[src/srt_pkg.sv]
// Package for the sparse block reference-count table.
// Types, codes and constants shared by srt_table, srt_exec and the top level.
// No dependencies.
`default_nettype none

package srt_pkg;

  localparam int unsigned TableEntries = 64;
  localparam int unsigned BlockWidth   = 32;
  localparam int unsigned CountWidth   = 32;

  localparam logic [CountWidth-1:0] CountMax  = '1;
  localparam logic [CountWidth-1:0] CountNew  = CountWidth'(2);
  localparam logic [CountWidth-1:0] CountOne  = CountWidth'(1);
  localparam logic [CountWidth-1:0] CountZero = '0;

  typedef enum logic [1:0] {
    CmdInc   = 2'd0,
    CmdDec   = 2'd1,
    CmdQuery = 2'd2
  } cmd_e;

  typedef enum logic [1:0] {
    StOk       = 2'd0,
    StNull     = 2'd1,
    StOverflow = 2'd2,
    StFull     = 2'd3
  } status_e;

  typedef struct packed {
    logic [1:0]            cmd;
    logic [BlockWidth-1:0] block;
  } in_t;

  typedef struct packed {
    logic [1:0]            status;
    logic                  freed;
    logic [CountWidth-1:0] count;
  } out_t;

  // result of the associative lookup
  typedef struct packed {
    logic                  hit;
    logic                  full;
    logic [CountWidth-1:0] hit_count;
  } lookup_t;

  // table update for one transfer; the slot travels as a one-hot vector
  typedef struct packed {
    logic                  ins;
    logic                  set_cnt;
    logic                  clr;
    logic [BlockWidth-1:0] block;
    logic [CountWidth-1:0] cnt;
  } upd_t;

endpackage

`default_nettype wire

[src/srt_exec.sv]
// Command decode: turns one item plus the lookup result into a result item
// and a table update. Purely combinational. Depends on srt_pkg.
`default_nettype none

module srt_exec import srt_pkg::*; #(
  parameter int unsigned TABLE_ENTRIES = TableEntries
) (
  input  wire logic                     go_i,
  input  wire in_t                      item_i,
  input  wire lookup_t                  lk_i,
  input  wire logic [TABLE_ENTRIES-1:0] hit_oh_i,
  input  wire logic [TABLE_ENTRIES-1:0] free_oh_i,
  output out_t                          res_o,
  output upd_t                          upd_o,
  output logic      [TABLE_ENTRIES-1:0] upd_oh_o
);

  logic [CountWidth-1:0] cnt_inc, cnt_dec;
  logic                  ins, set_cnt, clr;

  assign cnt_inc = lk_i.hit_count + CountOne;
  assign cnt_dec = lk_i.hit_count - CountOne;

  always_comb begin
    res_o.status = StOk;
    res_o.freed  = 1'b0;
    res_o.count  = CountZero;
    ins          = 1'b0;
    set_cnt      = 1'b0;
    clr          = 1'b0;
    upd_oh_o     = hit_oh_i;
    if (item_i.block == '0) begin
      res_o.status = StNull;
    end else begin
      unique case (cmd_e'(item_i.cmd))
        CmdInc: begin
          if (lk_i.hit) begin
            if (lk_i.hit_count == CountMax) begin
              res_o.status = StOverflow;
            end else begin
              set_cnt     = 1'b1;
              res_o.count = cnt_inc;
            end
          end else if (lk_i.full) begin
            res_o.status = StFull;
          end else begin
            ins         = 1'b1;
            upd_oh_o    = free_oh_i;
            res_o.count = CountNew;
          end
        end
        CmdDec: begin
          if (!lk_i.hit) begin
            res_o.freed = 1'b1;
          end else if (lk_i.hit_count <= CountOne) begin
            clr         = 1'b1;
            res_o.freed = 1'b1;
          end else begin
            // dropping to one removes the entry; the implicit count takes over
            clr         = (cnt_dec == CountOne);
            set_cnt     = (cnt_dec != CountOne);
            res_o.count = cnt_dec;
          end
        end
        default: begin
          res_o.count = lk_i.hit ? lk_i.hit_count : CountOne;
        end
      endcase
    end
  end

  assign upd_o.ins     = go_i && ins;
  assign upd_o.set_cnt = go_i && set_cnt;
  assign upd_o.clr     = go_i && clr;
  assign upd_o.block   = item_i.block;
  assign upd_o.cnt     = ins ? CountNew : res_o.count;

endmodule

`default_nettype wire

[config.mk]
export PLATFORM = sky130hd
export DESIGN_NAME = srt_exec
export DESIGN_NICKNAME = d
export VERILOG_FILES = /design/src/srt_pkg.sv /design/src/srt_exec.sv
export SDC_FILE = /design/constraint.sdc
export NUM_CORES = 1
export LEC_CHECK = 0
export BUFFER_PORTS_ARGS = -buffer_cell sky130_fd_sc_hd__buf_4
export CAP_MARGIN = 40
export CELL_PAD_IN_SITES_DETAIL_PLACEMENT = 1
export CELL_PAD_IN_SITES_GLOBAL_PLACEMENT = 2
export CORE_MARGIN = 5
export CORE_UTILIZATION = 16
export DETAILED_ROUTE_END_ITERATION = 10
export PLACE_DENSITY_LB_ADDON = 0.1
export SLEW_MARGIN = 25
export SYNTH_ARGS = -nofsm -noshare
export SYNTH_HDL_FRONTEND = slang
export SYNTH_SLANG_ARGS = --single-unit
[constraint.sdc]
create_clock -name vclk -period 4.3
set_input_delay 1.075 -clock vclk [all_inputs]
set_output_delay 1.075 -clock vclk [all_outputs]
set_load 0.02 [all_outputs]
==> impl_summary.md, run 1 <==
Run status
The run finished, with violations left. The final reports fail on negative setup slack.

Layout
The leading cell type in the layout, fill and taps excluded is buf_4. Counting the fill cells in the layout gives 3048. The area growth from synthesis to layout is 106.4%. The number of antenna diodes in the final layout is 0. After routing the design area is 0.008423 mm^2.

The ratio of cells with drive above 1 in the final layout is 66.87%. The final cell utilization of the core is 33.45%. The sequential cell count is 0. In the layout the commonest cells are buf_4, mux2_2, nand2_1. The number of clock-tree buffers in the layout is 0. The area of the multi-input gates is 0.003940 mm^2. The layout net count is 1211. In the final layout, flip-flops and latches occupy 0 um^2.

Placed design
The routability-driven placement congestion ratio is 0.9013. The pre-CTS setup slack is -0.3466 ns. The number of port buffers is 363. The instance area after placement is 0.007729 mm^2. The estimated wirelength of the detail-placed design is 24850 um.

Critical path
The worst-path maximum fanout is 5. The type of element launching the critical path is an input pin. The type of the worst setup path is in2out. At the worst endpoint, the required time is 3.22 ns. The endpoint type of the worst setup path is an output port. STA puts the critical path data arrival time at 3.44 ns.

CTS
The post-cts hold buffer count is 0.

Route
The post-detailed-route count of antenna-violating nets is 0. The first-pass iteration count of the detailed router is 4. After detailed routing, the average wire length per cell comes to 22.10 um. In the routed design, unresolved DRC markers number 0.

The wire length after detailed routing is 29580 um. The ratio of routed vias to standard cells is 4.735. The total number of vias is 6336.

The iteration-0 DRC count of the detailed router is 187.

STA
After layout, the minimum clock period comes to 4.513 ns. The relative max-transition margin is 54.32%. The final-report max-slew violation count is 0. The final count of negative-setup-slack endpoints is 34. At the pin with the least slew margin, the transition time is 0.6852 ns. Dividing the final minimum period by the clock period gives 105.0%.

Once routing completed, OpenROAD measured the worst setup slack at -0.2132 ns. Setup repair after global routing could not meet its margin everywhere. The highest clock rate is 0.2216 GHz.

The final hold violation count is 0.

Global routing
The total track usage is 18.91%. Entering global routing, the biggest net connects 67 pins. After global routing the overflow that remains totals 0. The via count of the first global-routing pass is 6994. The first-pass GRT wire length is 43080 um. The number of antenna violations at the first check in global routing is 0.

Power and ir drop
In this run the power density over the cells is 107.3 mW/mm^2. The analysis attributes to cell leakage a power of 3.797 nW. The worst-case IR drop observed on VDD is 0.00004451 V.

Die
The number of placement rows is 58. The core region is 0.02518 mm^2. The die outline width is 169.7 um. The initial utilization of the core area, before any placement, comes to 16.21%. During I/O placement, the number of pins put on the boundary was 363. The floorplan step defined a die boundary enclosing 0.02880 mm^2.

The overall die height is 169.7 um.

Synthesis
Sequential cells were found to cover 0% of the synthesized design area. The netlist area before placement is 0.004081 mm^2. Synthesis handed over a netlist of 588 instances.

Synthesis produced a netlist with a net count of 789. The synthesized area divided by synthesized cell count is 6.941 um^2. The unique cell type count in the Yosys netlist is 71. The Yosys step of the flow raised 0 warnings.

Min path
Counting instances, the worst hold path has a depth of 2. The worst hold path begins at item_i[27]. The worst hold path belongs to the class in2out. The worst hold path endpoint is upd_o[59].

Job
The tool flagged a number of max-cap violations equal to 0.
[worst max-delay path, stage by stage]
cell and delay [ns]:
buf_6 0.11, inv_4 0.06, ha_4 0.14, or4b_4 0.53, nor3_4 0.16, a41oi_2 0.07, o2bb2ai_1 0.16, nand4b_1 0.17
or4_4 0.55, a211oi_4 0.24, buf_6 0.16
[Yosys cell counts (all sizes together), types with 2 or more instances]
library cell  instances  area, um^2
a2111oi               4       35.03
a211oi               17       132.6
a21o                  2       15.01
a21oi                24       120.1
a221oi                4       35.03
a22o                  2       17.52
a22oi                 3       22.52
a31oi                 8       50.05
a32o                  2       20.02
a41oi                 3       26.28
and2                 10       63.81
and3                 25       156.4
and3b                 5       43.79
and4                  9       81.33
buf                  60       426.7
clkbuf               34       158.9
ha                    4       50.05
inv                   6       22.52
mux2                 65       732.0
nand2                48       180.2
nand2b                2       12.51
nand3                17       85.08
nand3b                3       22.52
nand4                18       118.9
nand4b                2       17.52
nor2                 36       135.1
nor3                 23       141.4
nor3b                 4       30.03
nor4                 18       140.1
nor4b                 2       32.53
o211ai                2       15.01
o21ai                37       185.2
o22ai                 6       37.54
o311ai                2       17.52
o31a                  3       26.28
o31ai                 2       15.01
o32ai                 2       17.52
o41ai                 3       33.79
or2                   5       31.28
or3                   3       23.77
or4                   6       48.80
xnor2                23       201.4
xor2                 24       210.2
[routing by layer]
| metal | vias up | global-route usage [%] | routed length [um] |
|---|---|---|---|
| li1 | 3004 | - | - |
| met4 | 0 | 3.535 | 620 |
| met2 | 219 | 37.42 | 16060 |
| met1 | 3085 | 20.70 | 11100 |
| met3 | 28 | 3.797 | 1804 |
| met5 | - | 0 | 0 |
[stage by stage]
stage               hold slack, ns  TNS (ns)  total power [mW]  instances
global placement             2.359    -6.542            0.8520       1317
finish                       2.359    -2.572            0.9037       1338
global route                 2.365    -6.355            0.9643       1338
detailed placement           2.361    -9.641            0.8598       1317
floorplan                    2.263         0            0.4081        588
CTS                          2.361    -1.178            0.8740       1322
[final cells by class]
cell class,count,area share [%]
repair buffers,514,47.96
multi-input cells,488,46.78
well taps,330,4.902
inverters,6,0.3565
[worst max-delay path by stage]
stage                     end  cells past startpoint  startpoint  slack [ns]
floorplan           upd_o[64]                     10     lk_i[1]       0.003
global placement    upd_o[65]                     12    lk_i[15]       -0.30
detailed placement  upd_o[65]                     12    lk_i[13]       -0.35
CTS                 upd_o[64]                     10    lk_i[10]       -0.27
global route        upd_o[64]                     11     lk_i[0]       -0.30
finish              upd_o[64]                     11     lk_i[0]       -0.21
[where the power goes]
part,switching [mW],internal (mW)
logic,0.462,0.442
clock network,0,0
registers,0,0
[logic make-up after synthesis]
group,share of synthesized area [%]
adder cells (fa/ha/maj),1.226
AO/OA/AOI/OAI,21.21
multiplexers,18.18
AND/OR/NAND/NOR,34.40
buffers and inverters,14.90
XOR/XNOR,10.09
[what timing repair did]
action	4_1_cts	5_1_grt
resized for setup	32	80
endpoints found under the setup margin	62	67
buffers inserted	5	17
pin swaps	10	44
cloned	0	1
(Power assumes the default switching activity.)
==> run 2, diff against run 1 <==
--- a/config.mk
+++ b/config.mk
@@ -10,7 +10,7 @@
 export CELL_PAD_IN_SITES_DETAIL_PLACEMENT = 1
 export CELL_PAD_IN_SITES_GLOBAL_PLACEMENT = 2
 export CORE_MARGIN = 5
-export CORE_UTILIZATION = 16
+export CORE_UTILIZATION = 20
 export DETAILED_ROUTE_END_ITERATION = 10
 export PLACE_DENSITY_LB_ADDON = 0.1
 export SLEW_MARGIN = 25
==> constraint.sdc (replaced) <==
create_clock -name vclk -period 5.75
set_input_delay 1.4375 -clock vclk [all_inputs]
set_output_delay 1.4375 -clock vclk [all_outputs]
set_load 0.02 [all_outputs]
==> run 2 against run 1 <==
The flow now finishes without violations; non-clock buffer count is 119 lower; first-iteration DRC count rose by 35%; hold slack gained 0.73 ns; critical endpoint is now res_o[13]; largest power group unchanged.
==> impl_summary.md, run 2 (synthesis results as in run 1) <==
CTS
In this run, post-CTS hold repair placed 0 buffers. The post-CTS setup-driven buffer insertion count is 0.

Route
The detailed-routing wirelength on met1 is 11390 um. The wire length after detailed routing is 27880 um. The first-pass iteration count of the detailed router is 4.

Wire segments on met2 add up to 14140 um in the final route. The residual DRC count is 0. In this run the top signal layer used is met5. The ratio of routed vias to standard cells is 5.089. After detailed routing, the met3 layer carries 1643 um of wire. In the final routed layout, each cell accounts on average for 24.04 um. In this run, the number of DRC markers left after iteration 0 of detailed routing was 252. Once detail routing completed, the nets flagged for antenna violations numbered 0. The total number of vias is 5903.

Critical path
By instance count, the cell type seen most on the critical path is buf_4. The critical path buffer and inverter count is 3. The critical path startpoint is lk_i[27]. The stage delay of the slowest cell on the critical path is 0.71 ns. Of all nets on the critical path, the largest fanout is 8. The type of the worst setup path is in2out. The kind of cell with the highest combined delay along the critical path is simple AND/OR/NAND/NOR gates. The arrival time at the worst endpoint is 4.17 ns. STA classifies the critical path endpoint as an output port.

The slowest stage of the critical path belongs to the cell a2111oi_0. For the worst setup path, the data required time is 4.31 ns. The type of element launching the critical path is an input pin. The critical path goes through buf_4 > or4_4 > nor3_4 > nand4_2 > nor3b_1 > a2111oi_0 > buf_4 > nor3_1 > buf_4.

Power and ir drop
Of the total power, registers draw 0%. The total internal power is 0.2741 mW. Per report_power, the clock group accounts for 0% of the total.

The switching power is 0.3238 mW. VDD sags by at most 0.00004766 V. For this design the ratio of total power to cell area is 87.60 mW/mm^2.

The portion of total power attributed to combinational logic is 100.0%. Net switching is 54.16% of the power. Summed over all cells, the static leakage comes to 3.055 nW.

STA
The slew at the pin with the worst max-slew slack is 0.7962 ns. Setup repair after global routing left no endpoint under its margin. The final hold violation count is 0. The final count of negative-setup-slack endpoints is 0. The clock period minus final worst setup slack is 5.607 ns. For this run, the top clock speed supported by timing is 0.1783 GHz. The final-report max-slew violation count is 0. The post-route clock period utilization is 97.52%.

The summed negative setup slack over all endpoints is 0 ns. The worst pin sits at a relative slew slack of 45.55%.

Layout
The final layout contains 1092 nets. The leading cell type in the layout, fill and taps excluded is buf_4. The post-layout instance area is 0.006825 mm^2. The combined flip-flop and latch cell area is 0 um^2. The final non-filler cell total is 1160. In the finished design the tool counted flip-flops and latches totalling 0. The number of clock-tree buffers in the layout is 0. In the final layout, the multi-input gates occupy 0.003485 mm^2. In the layout the commonest cells are buf_4, mux2_2, nand2_1. The area growth from synthesis to layout is 67.23%. The number of filler instances in the final layout is 2511. Cells with a size suffix above 1 make up 54.67% of the layout.

Placed design
The congestion estimate from routability-driven global placement came to 0.9411. The instance area after placement is 0.006820 mm^2. The estimated wirelength of the detail-placed design is 23950 um. Once placement completed, the tool counted placed cells totaling 1159.

Input and output buffers added on the ports amount to 363.

Run status
The flow ran to the end, and the final reports show no timing, DRC or antenna violations.

Global routing
The total track usage is 21.77%. Entering global routing, the biggest net connects 65 pins. The first-pass GRT wire length is 40010 um. Global routing finished with a remaining overflow of 0. The via count of the first global-routing pass is 6226.

The number of antenna violations at the first check in global routing is 2.

Die
The starting utilization of the core area is 20.24%. The die outline width is 152.9 um. After floorplanning, the core was sized to cover 0.02017 mm^2.

The floorplan has 52 rows. Measured along the y axis, the die boundary spans 152.9 um. The top-level port count is 363. The floorplan step defined a die boundary enclosing 0.02336 mm^2.

Job
Across the run, the number of max-cap violations was 0.

Min path
The min-delay analysis places its worst path in the category in2out. The startpoint of the tightest hold check path is item_i[13].
-- run 2: cell count changes in the layout (fill, tap and decap cells not counted), moves of 5 or more --
cell,previous run,this run
buf_4,485,394
buf_6,21,0
nor3_1,10,19
a211oi_1,9,16
a211oi_2,7,1
a21oi_1,18,24
a21oi_2,6,0
nor2_1,29,35
nor3_2,9,3
nor2_2,5,0
-- run 2: timing repair --
action | CTS | global route
resized for setup | 0 | 1
endpoints found under the hold margin | 0 | 0
setup endpoints to repair | 0 | 4
-- run 2: power groups by stage --
stage               Combinational (mW)  Sequential (mW)      Clock, mW
finish                           0.598                0  0.00000000549
global route                     0.634                0              0
CTS                              0.605                0              0
detailed placement               0.602                0              0
global placement                 0.597                0              0
floorplan                        0.301                0              0
-- run 2: path summary, 6_finish.rpt --
check        end  slack (ns)  cells after the start
max    res_o[13]        0.14                      9
min    upd_o[45]        3.08                      2
-- run 2: final cells by class --
type,count,share of cell area [%]
Inverter,6,0.3300
Multi-Input combinational cell,488,51.05
Tap cell,270,4.950
Timing Repair Buffer,395,43.63
Antenna cell,1,0.03666
-- run 2: stage by stage --
stage	util, %	setup WS, ns	power (mW)	hold slack [ns]
after CTS	33.82	0.1277	0.6046	3.087
after detailed placement	33.82	0.1370	0.6021	3.087
final	33.84	0.1427	0.5979	3.085
after global routing	33.83	0.03918	0.6337	3.092
after floorplan	-	0.2654	0.3007	2.988
after global placement	33.82	0.1897	0.5966	3.085
-- run 2: layer usage --
layer | vias up | track usage (%)
met2 | 233 | 40.38
met3 | 26 | 3.619
met5 | - | 0
met4 | 4 | 4.328
li1 | 2768 | -
met1 | 2872 | 26.46
==> run 3, diff against run 2 <==
--- a/config.mk
+++ b/config.mk
@@ -10,7 +10,7 @@
 export CELL_PAD_IN_SITES_DETAIL_PLACEMENT = 1
 export CELL_PAD_IN_SITES_GLOBAL_PLACEMENT = 2
 export CORE_MARGIN = 5
-export CORE_UTILIZATION = 20
+export CORE_UTILIZATION = 18
 export DETAILED_ROUTE_END_ITERATION = 10
 export PLACE_DENSITY_LB_ADDON = 0.1
 export SLEW_MARGIN = 25
==> constraint.sdc (replaced) <==
create_clock -name vclk -period 5.4
set_input_delay 1.35 -clock vclk [all_inputs]
set_output_delay 1.35 -clock vclk [all_outputs]
set_load 0.02 [all_outputs]
==> run 3 against run 2 <==
Hold slack got worse by 0.18 ns; core utilization decreased by 3.1 points; critical path depth unchanged; sequential share of layout area unchanged; non-clock buffer count increased by 6; count of clock-buffer cells in the layout unchanged; cell count increased by 1.7%; global-route usage decreased by 2.4 points; flip-flop and latch count unchanged; largest cell class unchanged; largest power group unchanged.
==> impl_summary.md, run 3 (synthesis results as in run 1) <==
Critical path
The largest single stage delay on the critical path is 0.59 ns. At the worst endpoint, the required time is 4.05 ns. The critical path goes through buf_4 > or3_1 > or3_4 > nor3_2 > xor2_1 > nand4b_1 > or4_1 > a211oi_2 > buf_4. STA classifies the critical path endpoint as an output port.

The type of the worst setup path is in2out. The number of cells on the critical path is 9. The arrival time at the worst endpoint is 3.89 ns. The critical path buffer and inverter count is 2.

The worst setup path is launched from an input pin. On the critical path, the stage with the largest delay is an instance of or4_1. The cell type with the highest occurrence count on the critical path is buf_4. Among cell families on the critical path, the largest total delay comes from simple AND/OR/NAND/NOR gates. The worst-path maximum fanout is 11.

STA
The final critical path takes up 97.02% of the cycle. Setup repair after global routing left no endpoint under its margin. The final hold violation count is 0. The worst path meets setup with 0.1612 ns of slack. Adding up every negative setup slack in the final design gives 0 ns. The highest clock rate is 0.1909 GHz.

The slew at the pin with the worst max-slew slack is 0.6124 ns. In this run the tightest slew margin relative to its limit is 59.02%. The clock period minus final worst setup slack is 5.239 ns. The final-report max-slew violation count is 0. Setup violations remaining at the end of the flow were counted as 0.

Job
The max-cap check violation count is 0.

Global routing
The total track usage is 19.38%. The global-route congestion overflow total is 0. The pin count of the biggest net entering global routing is 66.

The via count of the first global-routing pass came to 6401. The first-pass GRT wire length is 39870 um. The number of antenna violations at the first check in global routing is 0.

Placed design
The estimated wirelength of the detail-placed design is 23020 um. The number of port buffers is 363. The pre-CTS setup slack is 0.1307 ns. Routability-driven placement finished with a final weighted congestion of 0.8656. The instance count after placement with tap cells included is 1179.

Layout
The area growth from synthesis to layout is 69.22%. The leading cell type in the layout, fill and taps excluded is buf_4. The ratio of cells with drive above 1 in the final layout is 54.97%. In the final layout, flip-flops and latches occupy 0 um^2. Sequential cells placed in the final layout were counted as 0.

The layout has 0 clock buffers. Leaving out filler cells and counting taps, the final layout contains 1180. The net count of the finished layout is 1098.

The library cells used most frequently in the layout, excluding fill and tap cells, are buf_4, mux2_2, nand2_1. The number of inserted diodes is 0.

Run status
The run finished with clean final reports.

Route
The first TritonRoute pass finished after 4 iterations. The average wire length per cell after detail routing is 22.87 um. The ratio of routed vias to standard cells is 4.999. The post-detailed-route count of antenna-violating nets is 0.

After detailed routing, the number of remaining DRC violations is 0. After the first detailed-routing iteration, the DRC count stood at 265. Summing over every cut layer, the via total after detailed routing is 5899. The wire length after detailed routing is 26990 um.

Power and ir drop
The maximum resistive drop on vdd is 0.00003609 V. Summing internal, switching and leakage power gives 0.6253 mW. Power spread over the standard cell area amounts to 90.53 mW/mm^2.

The leakage power is 3.092 nW.

Min path
The worst hold path cell count is 2. The class of the tightest hold or removal check is in2out.

Die
Pin placement for this block handled 363 I/O pins. The number of placement rows is 55. For this configuration, the core starts out at a cell density of 18.14%. In this run the vertical extent of the chip is 160.6 um. The die is 160.6 um wide. The core region is 0.02250 mm^2.

The floorplan step defined a die boundary enclosing 0.02579 mm^2.

CTS
The post-CTS setup-driven buffer insertion count is 0.
-- run 3: metal layers --
layer | wire [um] | share of wire, % | global-route usage (%) | vias to the layer above
li1 | - | - | - | 2778
met1 | 10700 | 40 | 22.84 | 2895
met2 | 14630 | 54 | 38.35 | 220
met3 | 1529 | 5.7 | 3.028 | 6
met4 | 129 | 0.48 | 0.8604 | 0
met5 | 0 | 0 | 0 | -
-- run 3: area by class of cell --
class	instances	area [um^2]
multi-input cells	488	3485
inverters	6	22.52
well taps	285	356.6
fillers	2763	15600
repair buffers	401	3043
-- run 3: where the power goes --
| part | internal, mW | switching (mW) |
|---|---|---|
| clock | 0 | 0 |
| combinational | 0.292 | 0.333 |
| sequential | 0 | 0 |
-- run 3: stage by stage --
step / instance area (um^2) / hold slack, ns / util (%)
after floorplan: 4081 / 2.813 / -
after global placement: 6877 / 2.910 / 30.56
after detailed placement: 6877 / 2.911 / 30.56
after CTS: 6877 / 2.911 / 30.56
after global routing: 6907 / 2.916 / 30.69
final: 6907 / 2.910 / 30.69
-- run 3: path summary, 6_finish.rpt --
| path | start | end | slack (ns) |
|---|---|---|---|
| worst max-delay path | lk_i[17] | upd_o[64] | 0.16 |
| worst min-delay path | item_i[2] | upd_o[34] | 2.91 |
-- run 3: repair_timing --
item,CTS,global route
setup endpoints to repair,0,1
endpoints found under the hold margin,0,0
hold buffers,0,0
gates resized for setup,0,1
